`config.mk`:
```
export PLATFORM = sky130hd
export DESIGN_NAME = rocket_flight_phase_sequencer_top
export DESIGN_NICKNAME = d
export VERILOG_FILES = /design/src/rtl/rfps_pkg.sv /design/src/rtl/rocket_flight_phase_sequencer_top.sv /design/src/rtl/rfps_regs.sv /design/src/rtl/rfps_pre.sv /design/src/rtl/rfps_core.sv
export VERILOG_INCLUDE_DIRS = /design/src /design/src/rtl
export SDC_FILE = /design/constraint.sdc
export NUM_CORES = 2
export LEC_CHECK = 0
export ABC_AREA = 1
export BUFFER_PORTS_ARGS = -buffer_cell sky130_fd_sc_hd__buf_4
export CORE_MARGIN = 4
export CORE_UTILIZATION = 45
export DETAILED_ROUTE_END_ITERATION = 8
export GPL_TIMING_DRIVEN = 0
export SYNTH_ARGS = -nofsm -noshare
export SYNTH_HDL_FRONTEND = slang
export SYNTH_SLANG_ARGS = --single-unit
```
`constraint.sdc`:
```
create_clock -name clk -period 8.47 [get_ports clk]
set_input_delay 0 -clock clk [delete_from_list [all_inputs] [get_ports clk]]
set_output_delay 0 -clock clk [all_outputs]
set_load 0.01 [all_outputs]
```
`src/rtl/rocket_flight_phase_sequencer_top_macros.svh`:
```
// Assertion macros for the flight phase sequencer.
// Used by the RTL file that carries concurrent checks (rfps_core); no other dependencies.
`ifndef ROCKET_FLIGHT_PHASE_SEQUENCER_TOP_MACROS_SVH
`define ROCKET_FLIGHT_PHASE_SEQUENCER_TOP_MACROS_SVH

`ifndef SYNTHESIS

`define RFPS_ASSERT_SAME(label, clk, rst_n, ante, cons, msg) \
  label: assert property (@(posedge clk) disable iff (!rst_n) (ante) |-> (cons)) \
    else $error(msg);

`define RFPS_ASSERT_NEXT(label, clk, rst_n, ante, cons, msg) \
  label: assert property (@(posedge clk) disable iff (!rst_n) (ante) |=> (cons)) \
    else $error(msg);

`else

`define RFPS_ASSERT_SAME(label, clk, rst_n, ante, cons, msg)

`define RFPS_ASSERT_NEXT(label, clk, rst_n, ante, cons, msg)

`endif

`endif

```
`src/rtl/rfps_pkg.sv`:
```
// Shared types and constants for the flight phase sequencer.
// Phase codes, register map, stream layout and the condition bundle; no dependencies.
`timescale 1ns / 1ps

package rfps_pkg;

  localparam int unsigned InWidth  = 176;
  localparam int unsigned OutWidth = 16;
  localparam int unsigned AddrWidth = 5;

  localparam logic [2:0] PH_IDLE    = 3'd0;
  localparam logic [2:0] PH_BOOST   = 3'd1;
  localparam logic [2:0] PH_COAST   = 3'd2;
  localparam logic [2:0] PH_DROGUE  = 3'd3;
  localparam logic [2:0] PH_MAIN    = 3'd4;
  localparam logic [2:0] PH_LANDING = 3'd5;
  localparam logic [2:0] PH_LANDED  = 3'd6;

  localparam logic [2:0] REG_DEBOUNCE   = 3'd0;
  localparam logic [2:0] REG_BOOST_LIM  = 3'd1;
  localparam logic [2:0] REG_COAST_LIM  = 3'd2;
  localparam logic [2:0] REG_DROGUE_LIM = 3'd3;
  localparam logic [2:0] REG_MAIN_LIM   = 3'd4;
  localparam logic [2:0] REG_LAND_TIME  = 3'd5;
  localparam logic [2:0] REG_LANDED_LIM = 3'd6;
  localparam logic [2:0] REG_PULSE      = 3'd7;

  localparam int signed VelLandingMin = -256;
  localparam int unsigned VelRestMax  = 128;

  typedef struct packed {
    logic [15:0] debounce_ms;
    logic [22:0] boost_accel_limit;
    logic [22:0] coast_accel_limit;
    logic [22:0] drogue_speed_limit;
    logic [30:0] main_altitude_limit;
    logic [7:0]  landing_time_s;
    logic [22:0] landed_accel_limit;
    logic [15:0] pyro_len_ms;
  } cfg_t;

  typedef struct packed {
    logic c_boost;
    logic c_coast;
    logic c_drogue_spd;
    logic c_below_apo;
    logic c_vel_neg;
    logic c_below_main;
    logic c_landing;
    logic c_landed;
  } cond_t;

endpackage

```
`src/rtl/rocket_flight_phase_sequencer_top.sv`:
```
// Top level of the flight phase sequencer: configuration port and stream datapath.
// Instantiates rfps_regs, rfps_pre and rfps_core; depends on rfps_pkg.
`timescale 1ns / 1ps

// One sensor word in, one status word out, at a sustained rate of one word per clock
// when out_tready is high. The input register evaluates every phase condition
// (including the 24x8 time-to-ground product), then the phase register, debounce
// timers and pyro pulse timers update and the status word is registered. The phase
// state is updated once per accepted word, so the rate is set by that single update
// loop. Both stages hold under back-pressure; write configuration only while no word
// is in flight.

module rocket_flight_phase_sequencer_top
  import rfps_pkg::*;
(
  input  logic                 clk,
  input  logic                 rst_n,
  input  logic                 in_tvalid,
  output logic                 in_tready,
  // time_ms[31:0], vert_accel[55:32], vert_vel[79:56], altitude[111:80],
  // apogee_est[143:112], total_accel[167:144], pin_high[168], zero[175:169]
  input  logic [InWidth-1:0]   in_tdata,
  output logic                 out_tvalid,
  input  logic                 out_tready,
  // phase[2:0], phase_changed[3], armed[4], drogue_pyro[5], main_pyro[6],
  // drogue_done[7], main_done[8], zero[15:9]
  output logic [OutWidth-1:0]  out_tdata,
  input  logic                 cfg_psel,
  input  logic                 cfg_penable,
  input  logic                 cfg_pwrite,
  input  logic [AddrWidth-1:0] cfg_paddr,
  input  logic [31:0]          cfg_pwdata,
  output logic [31:0]          cfg_prdata,
  output logic                 cfg_pready
);

  cfg_t        cfg;
  logic        pre_valid;
  logic        pre_take;
  logic [31:0] pre_time;
  logic        pre_pin;
  cond_t       pre_cond;

  assign cfg_pready = 1'b1;

  rfps_regs u_regs (
    .clk     (clk),
    .rst_n   (rst_n),
    .psel    (cfg_psel),
    .penable (cfg_penable),
    .pwrite  (cfg_pwrite),
    .paddr   (cfg_paddr),
    .pwdata  (cfg_pwdata),
    .prdata  (cfg_prdata),
    .cfg     (cfg)
  );

  rfps_pre u_pre (
    .clk       (clk),
    .rst_n     (rst_n),
    .cfg       (cfg),
    .in_valid  (in_tvalid),
    .in_ready  (in_tready),
    .in_data   (in_tdata),
    .pre_valid (pre_valid),
    .pre_take  (pre_take),
    .pre_time  (pre_time),
    .pre_pin   (pre_pin),
    .pre_cond  (pre_cond)
  );

  rfps_core u_core (
    .clk       (clk),
    .rst_n     (rst_n),
    .cfg       (cfg),
    .pre_valid (pre_valid),
    .pre_take  (pre_take),
    .pre_time  (pre_time),
    .pre_pin   (pre_pin),
    .pre_cond  (pre_cond),
    .out_valid (out_tvalid),
    .out_ready (out_tready),
    .out_data  (out_tdata)
  );

endmodule

```
`src/rtl/rfps_regs.sv`:
```
// APB-style configuration register file for the flight phase sequencer.
// Depends on rfps_pkg for the register map and the cfg_t bundle.
`timescale 1ns / 1ps

module rfps_regs
  import rfps_pkg::*;
(
  input  logic                 clk,
  input  logic                 rst_n,
  input  logic                 psel,
  input  logic                 penable,
  input  logic                 pwrite,
  input  logic [AddrWidth-1:0] paddr,
  input  logic [31:0]          pwdata,
  output logic [31:0]          prdata,
  output cfg_t                 cfg
);

  cfg_t        cfg_r;
  logic        wr_en;
  logic [2:0]  idx;

  assign wr_en = psel && penable && pwrite;
  assign idx   = paddr[AddrWidth-1:2];
  assign cfg   = cfg_r;

  always_ff @(posedge clk) begin
    if (!rst_n) begin
      cfg_r.debounce_ms         <= 16'd150;
      cfg_r.boost_accel_limit   <= 23'd5023;
      cfg_r.coast_accel_limit   <= 23'd5023;
      cfg_r.drogue_speed_limit  <= 23'd128;
      cfg_r.main_altitude_limit <= 31'd115200;
      cfg_r.landing_time_s      <= 8'd10;
      cfg_r.landed_accel_limit  <= 23'd512;
      cfg_r.pyro_len_ms         <= 16'd500;
    end else if (wr_en) begin
      unique case (idx)
        REG_DEBOUNCE:   cfg_r.debounce_ms         <= pwdata[15:0];
        REG_BOOST_LIM:  cfg_r.boost_accel_limit   <= pwdata[22:0];
        REG_COAST_LIM:  cfg_r.coast_accel_limit   <= pwdata[22:0];
        REG_DROGUE_LIM: cfg_r.drogue_speed_limit  <= pwdata[22:0];
        REG_MAIN_LIM:   cfg_r.main_altitude_limit <= pwdata[30:0];
        REG_LAND_TIME:  cfg_r.landing_time_s      <= pwdata[7:0];
        REG_LANDED_LIM: cfg_r.landed_accel_limit  <= pwdata[22:0];
        REG_PULSE:      cfg_r.pyro_len_ms         <= pwdata[15:0];
        default: ;
      endcase
    end
  end

  always_comb begin
    prdata = '0;
    unique case (idx)
      REG_DEBOUNCE:   prdata = {16'd0, cfg_r.debounce_ms};
      REG_BOOST_LIM:  prdata = {9'd0, cfg_r.boost_accel_limit};
      REG_COAST_LIM:  prdata = {9'd0, cfg_r.coast_accel_limit};
      REG_DROGUE_LIM: prdata = {9'd0, cfg_r.drogue_speed_limit};
      REG_MAIN_LIM:   prdata = {1'b0, cfg_r.main_altitude_limit};
      REG_LAND_TIME:  prdata = {24'd0, cfg_r.landing_time_s};
      REG_LANDED_LIM: prdata = {9'd0, cfg_r.landed_accel_limit};
      REG_PULSE:      prdata = {16'd0, cfg_r.pyro_len_ms};
      default:        prdata = '0;
    endcase
  end

endmodule

```
`src/rtl/rfps_pre.sv`:
```
// Input register stage: evaluates every phase condition of one sensor word.
// Depends on rfps_pkg for cfg_t, cond_t and the stream layout.
`timescale 1ns / 1ps

module rfps_pre
  import rfps_pkg::*;
(
  input  logic                clk,
  input  logic                rst_n,
  input  cfg_t                cfg,
  input  logic                in_valid,
  output logic                in_ready,
  input  logic [InWidth-1:0]  in_data,
  output logic                pre_valid,
  input  logic                pre_take,
  output logic [31:0]         pre_time,
  output logic                pre_pin,
  output cond_t               pre_cond
);

  logic               valid_r;
  logic [31:0]        time_r;
  logic               pin_r;
  cond_t              cond_r;
  cond_t              cond_nxt;

  logic signed [23:0] acc;
  logic signed [23:0] vel;
  logic signed [31:0] alt;
  logic signed [31:0] apo;
  logic signed [23:0] tot;
  logic [23:0]        vel_mag;
  logic [23:0]        vel_neg_mag;
  logic [31:0]        land_prod;

  assign acc = in_data[55:32];
  assign vel = in_data[79:56];
  assign alt = in_data[111:80];
  assign apo = in_data[143:112];
  assign tot = in_data[167:144];

  assign vel_neg_mag = 24'(-vel);
  assign vel_mag     = vel[23] ? vel_neg_mag : vel;
  assign land_prod   = 32'(vel_neg_mag * cfg.landing_time_s);

  always_comb begin
    cond_nxt.c_boost      = ($signed({acc[23], acc}) > $signed({2'b00, cfg.boost_accel_limit}))
                            && !vel[23] && (vel != '0);
    cond_nxt.c_coast      = $signed({acc[23], acc}) < $signed({2'b00, cfg.coast_accel_limit});
    cond_nxt.c_drogue_spd = vel_mag < {1'b0, cfg.drogue_speed_limit};
    cond_nxt.c_below_apo  = alt < apo;
    cond_nxt.c_vel_neg    = vel[23];
    cond_nxt.c_below_main = $signed({alt[31], alt}) < $signed({2'b00, cfg.main_altitude_limit});
    cond_nxt.c_landing    = (vel < 24'(VelLandingMin))
                            && ($signed({alt[31], alt}) < $signed({1'b0, land_prod}));
    cond_nxt.c_landed     = (vel_mag < 24'(VelRestMax))
                            && ($signed({tot[23], tot}) < $signed({2'b00, cfg.landed_accel_limit}));
  end

  assign in_ready  = !valid_r || pre_take;
  assign pre_valid = valid_r;
  assign pre_time  = time_r;
  assign pre_pin   = pin_r;
  assign pre_cond  = cond_r;

  always_ff @(posedge clk) begin
    if (!rst_n) begin
      valid_r <= 1'b0;
    end else if (in_ready) begin
      valid_r <= in_valid;
    end
  end

  always_ff @(posedge clk) begin
    if (in_valid && in_ready) begin
      time_r <= in_data[31:0];
      pin_r  <= in_data[168];
      cond_r <= cond_nxt;
    end
  end

endmodule

```
`src/rtl/rfps_core.sv`:
```
// Phase state machine, debounce timers, pyro pulses and the result register.
// Depends on rfps_pkg and the assertion macro header.
`timescale 1ns / 1ps
`include "rocket_flight_phase_sequencer_top_macros.svh"

module rfps_core
  import rfps_pkg::*;
(
  input  logic                clk,
  input  logic                rst_n,
  input  cfg_t                cfg,
  input  logic                pre_valid,
  output logic                pre_take,
  input  logic [31:0]         pre_time,
  input  logic                pre_pin,
  input  cond_t               pre_cond,
  output logic                out_valid,
  input  logic                out_ready,
  output logic [OutWidth-1:0] out_data
);

  logic [2:0]          phase_r, phase_nxt;
  logic                armed_r, armed_nxt;
  logic                dflag_r, dflag_nxt;
  logic                mflag_r, mflag_nxt;
  logic [31:0]         hold_r [6];
  logic [31:0]         hold_nxt;
  logic [31:0]         pstart_r [2];
  logic [1:0]          pact_r, pact_nxt;
  logic [1:0]          fire;
  logic                out_valid_r;
  logic [OutWidth-1:0] out_data_r;

  logic                load;
  logic                chk;
  logic                cond;
  logic                extra;
  logic                held;
  logic [31:0]         hold_cur;
  logic [31:0]         elapsed;

  assign load     = pre_valid && (!out_valid_r || out_ready);
  assign pre_take = load;
  assign out_valid = out_valid_r;
  assign out_data  = out_data_r;

  always_comb begin
    chk   = 1'b0;
    cond  = 1'b0;
    extra = 1'b1;
    unique case (phase_r)
      PH_IDLE: begin
        chk  = 1'b1;
        cond = pre_cond.c_boost;
      end
      PH_BOOST: begin
        chk  = 1'b1;
        cond = pre_cond.c_coast;
      end
      PH_COAST: begin
        chk   = armed_r && !dflag_r;
        cond  = pre_cond.c_drogue_spd;
        extra = pre_cond.c_below_apo;
      end
      PH_DROGUE: begin
        chk   = armed_r && !mflag_r;
        cond  = pre_cond.c_vel_neg;
        extra = pre_cond.c_below_main;
      end
      PH_MAIN: begin
        chk  = 1'b1;
        cond = pre_cond.c_landing;
      end
      PH_LANDING: begin
        chk  = 1'b1;
        cond = pre_cond.c_landed;
      end
      default: begin
        chk = 1'b0;
      end
    endcase
  end

  assign hold_cur = (phase_r < PH_LANDED) ? hold_r[phase_r] : '0;
  assign elapsed  = pre_time - hold_cur;
  assign held     = cond && (hold_cur != '0) && (elapsed > {16'd0, cfg.debounce_ms});
  assign hold_nxt = !cond ? '0 : ((hold_cur == '0) ? pre_time : hold_cur);

  always_comb begin
    phase_nxt = phase_r;
    armed_nxt = armed_r;
    dflag_nxt = dflag_r;
    mflag_nxt = mflag_r;
    fire      = 2'b00;
    if (phase_r == PH_IDLE) begin
      armed_nxt = pre_pin;
    end
    if (chk && held && extra) begin
      phase_nxt = phase_r + 3'd1;
      if (phase_r == PH_COAST) begin
        dflag_nxt = 1'b1;
        fire[0]   = 1'b1;
      end
      if (phase_r == PH_DROGUE) begin
        mflag_nxt = 1'b1;
        fire[1]   = 1'b1;
      end
    end
    for (int ch = 0; ch < 2; ch++) begin
      pact_nxt[ch] = fire[ch] ||
                     (pact_r[ch] && ((pre_time - pstart_r[ch]) < {16'd0, cfg.pyro_len_ms}));
    end
  end

  always_ff @(posedge clk) begin
    if (!rst_n) begin
      phase_r     <= PH_IDLE;
      armed_r     <= 1'b0;
      dflag_r     <= 1'b0;
      mflag_r     <= 1'b0;
      pact_r      <= 2'b00;
      out_valid_r <= 1'b0;
      for (int i = 0; i < 6; i++) begin
        hold_r[i] <= '0;
      end
      for (int ch = 0; ch < 2; ch++) begin
        pstart_r[ch] <= '0;
      end
    end else begin
      if (load) begin
        phase_r <= phase_nxt;
        armed_r <= armed_nxt;
        dflag_r <= dflag_nxt;
        mflag_r <= mflag_nxt;
        pact_r  <= pact_nxt;
        if (chk && (phase_r < PH_LANDED)) begin
          hold_r[phase_r] <= hold_nxt;
        end
        for (int ch = 0; ch < 2; ch++) begin
          if (fire[ch]) begin
            pstart_r[ch] <= pre_time;
          end
        end
        out_valid_r <= 1'b1;
      end else if (out_ready) begin
        out_valid_r <= 1'b0;
      end
    end
  end

  always_ff @(posedge clk) begin
    if (load) begin
      out_data_r <= {7'd0, mflag_nxt, dflag_nxt, pact_nxt[1], pact_nxt[0], armed_nxt,
                     (phase_nxt != phase_r), phase_nxt};
    end
  end

  `RFPS_ASSERT_SAME(a_drogue_pulse_flag, clk, rst_n, pact_r[0], dflag_r, "drogue pulse without deploy")
  `RFPS_ASSERT_SAME(a_main_after_drogue, clk, rst_n, mflag_r, dflag_r, "main deployed before drogue")
  `RFPS_ASSERT_NEXT(a_phase_hold, clk, rst_n, !load, $stable(phase_r), "phase moved without a word")
  `RFPS_ASSERT_NEXT(a_armed_latched, clk, rst_n, load && (phase_r != PH_IDLE), $stable(armed_r), "armed changed in flight")

endmodule
```
==> run summary <==
Total power - 7.90 mW
Peak VDD IR - 145 uV
CTS resizes - 0
Synthesized area - 41100 um2
Post-route clock period utilization - 0.911
M2 GR Usage - 0.489
Ys async rst share - 0
Setup violations, final - 0
Postcts setup bufs - 0
Worst path slowest cell - o21ai_0
Antenna violations before repair - 5
Worst Setup End Kind - flop
Drt wl/cell - 21.3 um
Crit path kind - flop to flop
Yosys warns - 0
Max-capacitance violation count - 0
Combinational Power Share - 0.289
Min Hold Slack - 44.1 ps
Cts hold-fix bufs - 72
CP Data Required Time - 8870 ps
Delay of the slowest cell on the worst path - 560 ps
Clock Latency Late Sink - 660 ps
First-pass GRT wire length - 220 mm
CTS Sinks - 546
Synth top area share - 0.270
IO buf count - 250
Routed wire length - 149 mm
Final core occ - 0.527
Area Overhead vs Synth - 15.7%
GPL Wtd Cong - 1.00
CTS Buffer Depth - 3
Via-per-instance ratio - 5.48
Vias in the first global route - 36100
Gr ovfl total - 0
Max frequency - 130 MHz
CTS clock-pin slew for the worst setup and hold paths - 60 ps
Die width - 310 um
Library cells used by synthesis - 54
Top cells by area, synth - edfxtp_1 27%, ha_1 12%, nand2_1 8.7%
Worst slew pin tran - 1150 ps
TritonCTS Buffers - 58
GR Util met3 - 0.0341
Pwr dens - 166 nW/um2
Top FF cell, synth - edfxtp_1
CTS tree - done
Residual DRC - 0
Post-detailed-route count of antenna-violating nets - 0
Synth Instances - 5282
Row cnt - 110
Clock root buffer - clkbuf_16
Number of synthesized flops with an enable pin - 370
Routed vias - 38200
Syn avg cell area - 7.78 um2
Relative slew margins - 0.233
H-tree depth - 2
Leakage - 22.1 nW
Nets - 6475
I/O pins - 271
Outcome - completed
Max Transition Viols Final - 0
DR iter-0 viols - 4007
Unrepaired setup endpoints after global routing - false
Layout Skew - 41.1 ps
Detailed Place HPWL - 119 mm
Share of cells above drive strength 1 - 0.0787
Detailed-router iteration count before antenna repair - 5
Hold Path Class - primary input to flop
Met1 Usage GRT - 0.428
Fin. Hold Viols - 0
Crit path max fanout - 10
Most used cell, CP - inv_1
WP data arrival - 8110 ps
Die H - 310 um
Critical Path Start Type - flop
Internal cell power - 5.22 mW
Sw Pwr - 2.68 mW
Setup TNS Final - 0 ps
Post-synth top area cell - edfxtp_1
Seq pwr share - 0.380
DIE AREA - 96200 um2
Gr usage total - 0.304
Period minus WS final - 7720 ps
Starting Density - 0.455
Sw Share - 0.339
Yosys reg bits - 546
Global routing's busiest layer - met2
Clock group share of total power - 0.331
Largest net degree at the start of global routing - 33
Register area share after synthesis - 0.356
CORE AREA - 90300 um2
==> final cells by class <==
type / instances / area, um2
Antenna cell: 4 / 10.0
Buffer: 171 / 771
Clock buffer: 73 / 1580
Clock inverter: 36 / 359
Fill cell: 8787 / 42700
Inverter: 842 / 3160
Multi-Input combinational cell: 3794 / 22800
Sequential cell: 546 / 14600
Tap cell: 1176 / 1470
Timing Repair Buffer: 329 / 2740
==> Yosys cell counts (all sizes together) (22+ instances only) <==
| cell type | count |
|---|---|
| xnor2 | 22 |
| fa | 135 |
| xor2 | 59 |
| nor3 | 76 |
| o22ai | 38 |
| a21oi | 415 |
| inv | 837 |
| o211ai | 77 |
| buf | 51 |
| o21ai | 370 |
| clkbuf | 120 |
| nand3 | 243 |
| edfxtp | 370 |
| nand2 | 957 |
| ha | 378 |
| dfxtp | 176 |
| nor2 | 760 |
| nand4 | 54 |
==> cells in the final DEF (no fill, tap or decap), drive strengths merged, types with 5 or more instances in the layout <==
cell         Yosys  layout
o21a            14      14
clkinv           5      31
xor2            59      59
xnor2           22      22
a21o            18      18
nor2           760     760
dlygate4sd3      0      72
conb             2      73
nor3            76      76
clkbuf         120     193
edfxtp         370     370
a221oi          14      14
inv            837     838
o211ai          77      77
o21ai          370     370
nand3          243     243
nand3b          19      19
dfxtp          176     176
nand2          957     957
a211oi           9       9
or2              5       5
fa             135     135
buf             51     308
o22ai           38      38
o21bai           7       7
nand4           54      54
nor4            11      11
a31oi            6       6
a21boi           7       7
ha             378     378
a21oi          415     415
bufinv           0       5
==> logic make-up after synthesis <==
family                     count (synthesis)  synth area share
DFF                                      546             0.356
AOI/OAI and AO/OA                        995             0.138
adders and majority gates                513             0.181
buffers and inverters                   1013            0.0957
other                                      2          0.000183
and+or+nand+nor                         2132             0.212
xor gates and xnor gates                  81            0.0173
==> state kept, by name, summed over array words and instances, names as in the netlist, named ones only <==
name,cells
u_core.out_data,9
u_pre.pre_valid,1
u_core.phase_r,3
u_core.pstart_r,64
u_core.hold_r,256
u_core.dflag_r,1
u_pre.pre_time,32
u_regs.cfg,163
u_core.armed_r,1
u_core.out_valid,1
u_pre.pre_pin,1
u_pre.pre_cond,8
u_core.pact_r,2
u_core.mflag_r,1
==> per-layer routing <==
layer / wire length, um / up-vias
met3: 11400 / 289
li1: - / 18300
met5: 0 / -
met1: 65000 / 18100
met2: 66700 / 1477
met4: 5590 / 0
==> worst max-delay path: cells and delay by family, from the launching register on <==
kind | cells | cell delay, ps
DFF | 1 | 440
buffers and inverters | 7 | 1190
and+or+nand+nor | 8 | 920
xor gates and xnor gates | 1 | 180
adders and majority gates | 6 | 2650
AOI/OAI and AO/OA | 8 | 2050
==> final timing paths <==
| check | from | to | slack, ps | depth (start not counted) |
|---|---|---|---|---|
| min | cfg_paddr[3] | u_regs.cfg[40]$_SDFFE_PN1P_ | 40 | 5 |
| min reg2reg | u_regs.cfg[71]$_SDFFE_PN0P_ | u_regs.cfg[71]$_SDFFE_PN0P_ | 490 | 2 |
| max reg2reg | u_regs.cfg[42]$_SDFFE_PN1P_ | u_pre.pre_cond[1]$_DFFE_PP_ | 750 | 30 |
| max | u_regs.cfg[42]$_SDFFE_PN1P_ | u_pre.pre_cond[1]$_DFFE_PP_ | 750 | 30 |
==> power by group through the flow <==
stage | registers [mW] | logic [mW] | clock network, mW
after global routing | 3.01 | 2.56 | 2.73
after global placement | 3.06 | 2.18 | 0
after floorplan | 3.03 | 1.50 | 0
after detailed placement | 3.06 | 2.22 | 0
after CTS | 3.00 | 2.26 | 2.62
final | 3.01 | 2.28 | 2.61
==> metrics by stage <==
stage / cell area (um2) / setup WS (ps) / cells
final: 47500 / 754 / 6971
after global routing: 47500 / 352 / 6971
after CTS: 47500 / 860 / 6967
after detailed placement: 44900 / 618 / 6786
after global placement: 44700 / 680 / 6779
after floorplan: 41400 / 2210 / 5353
No activity file was read; power rests on OpenSTA's default activity.
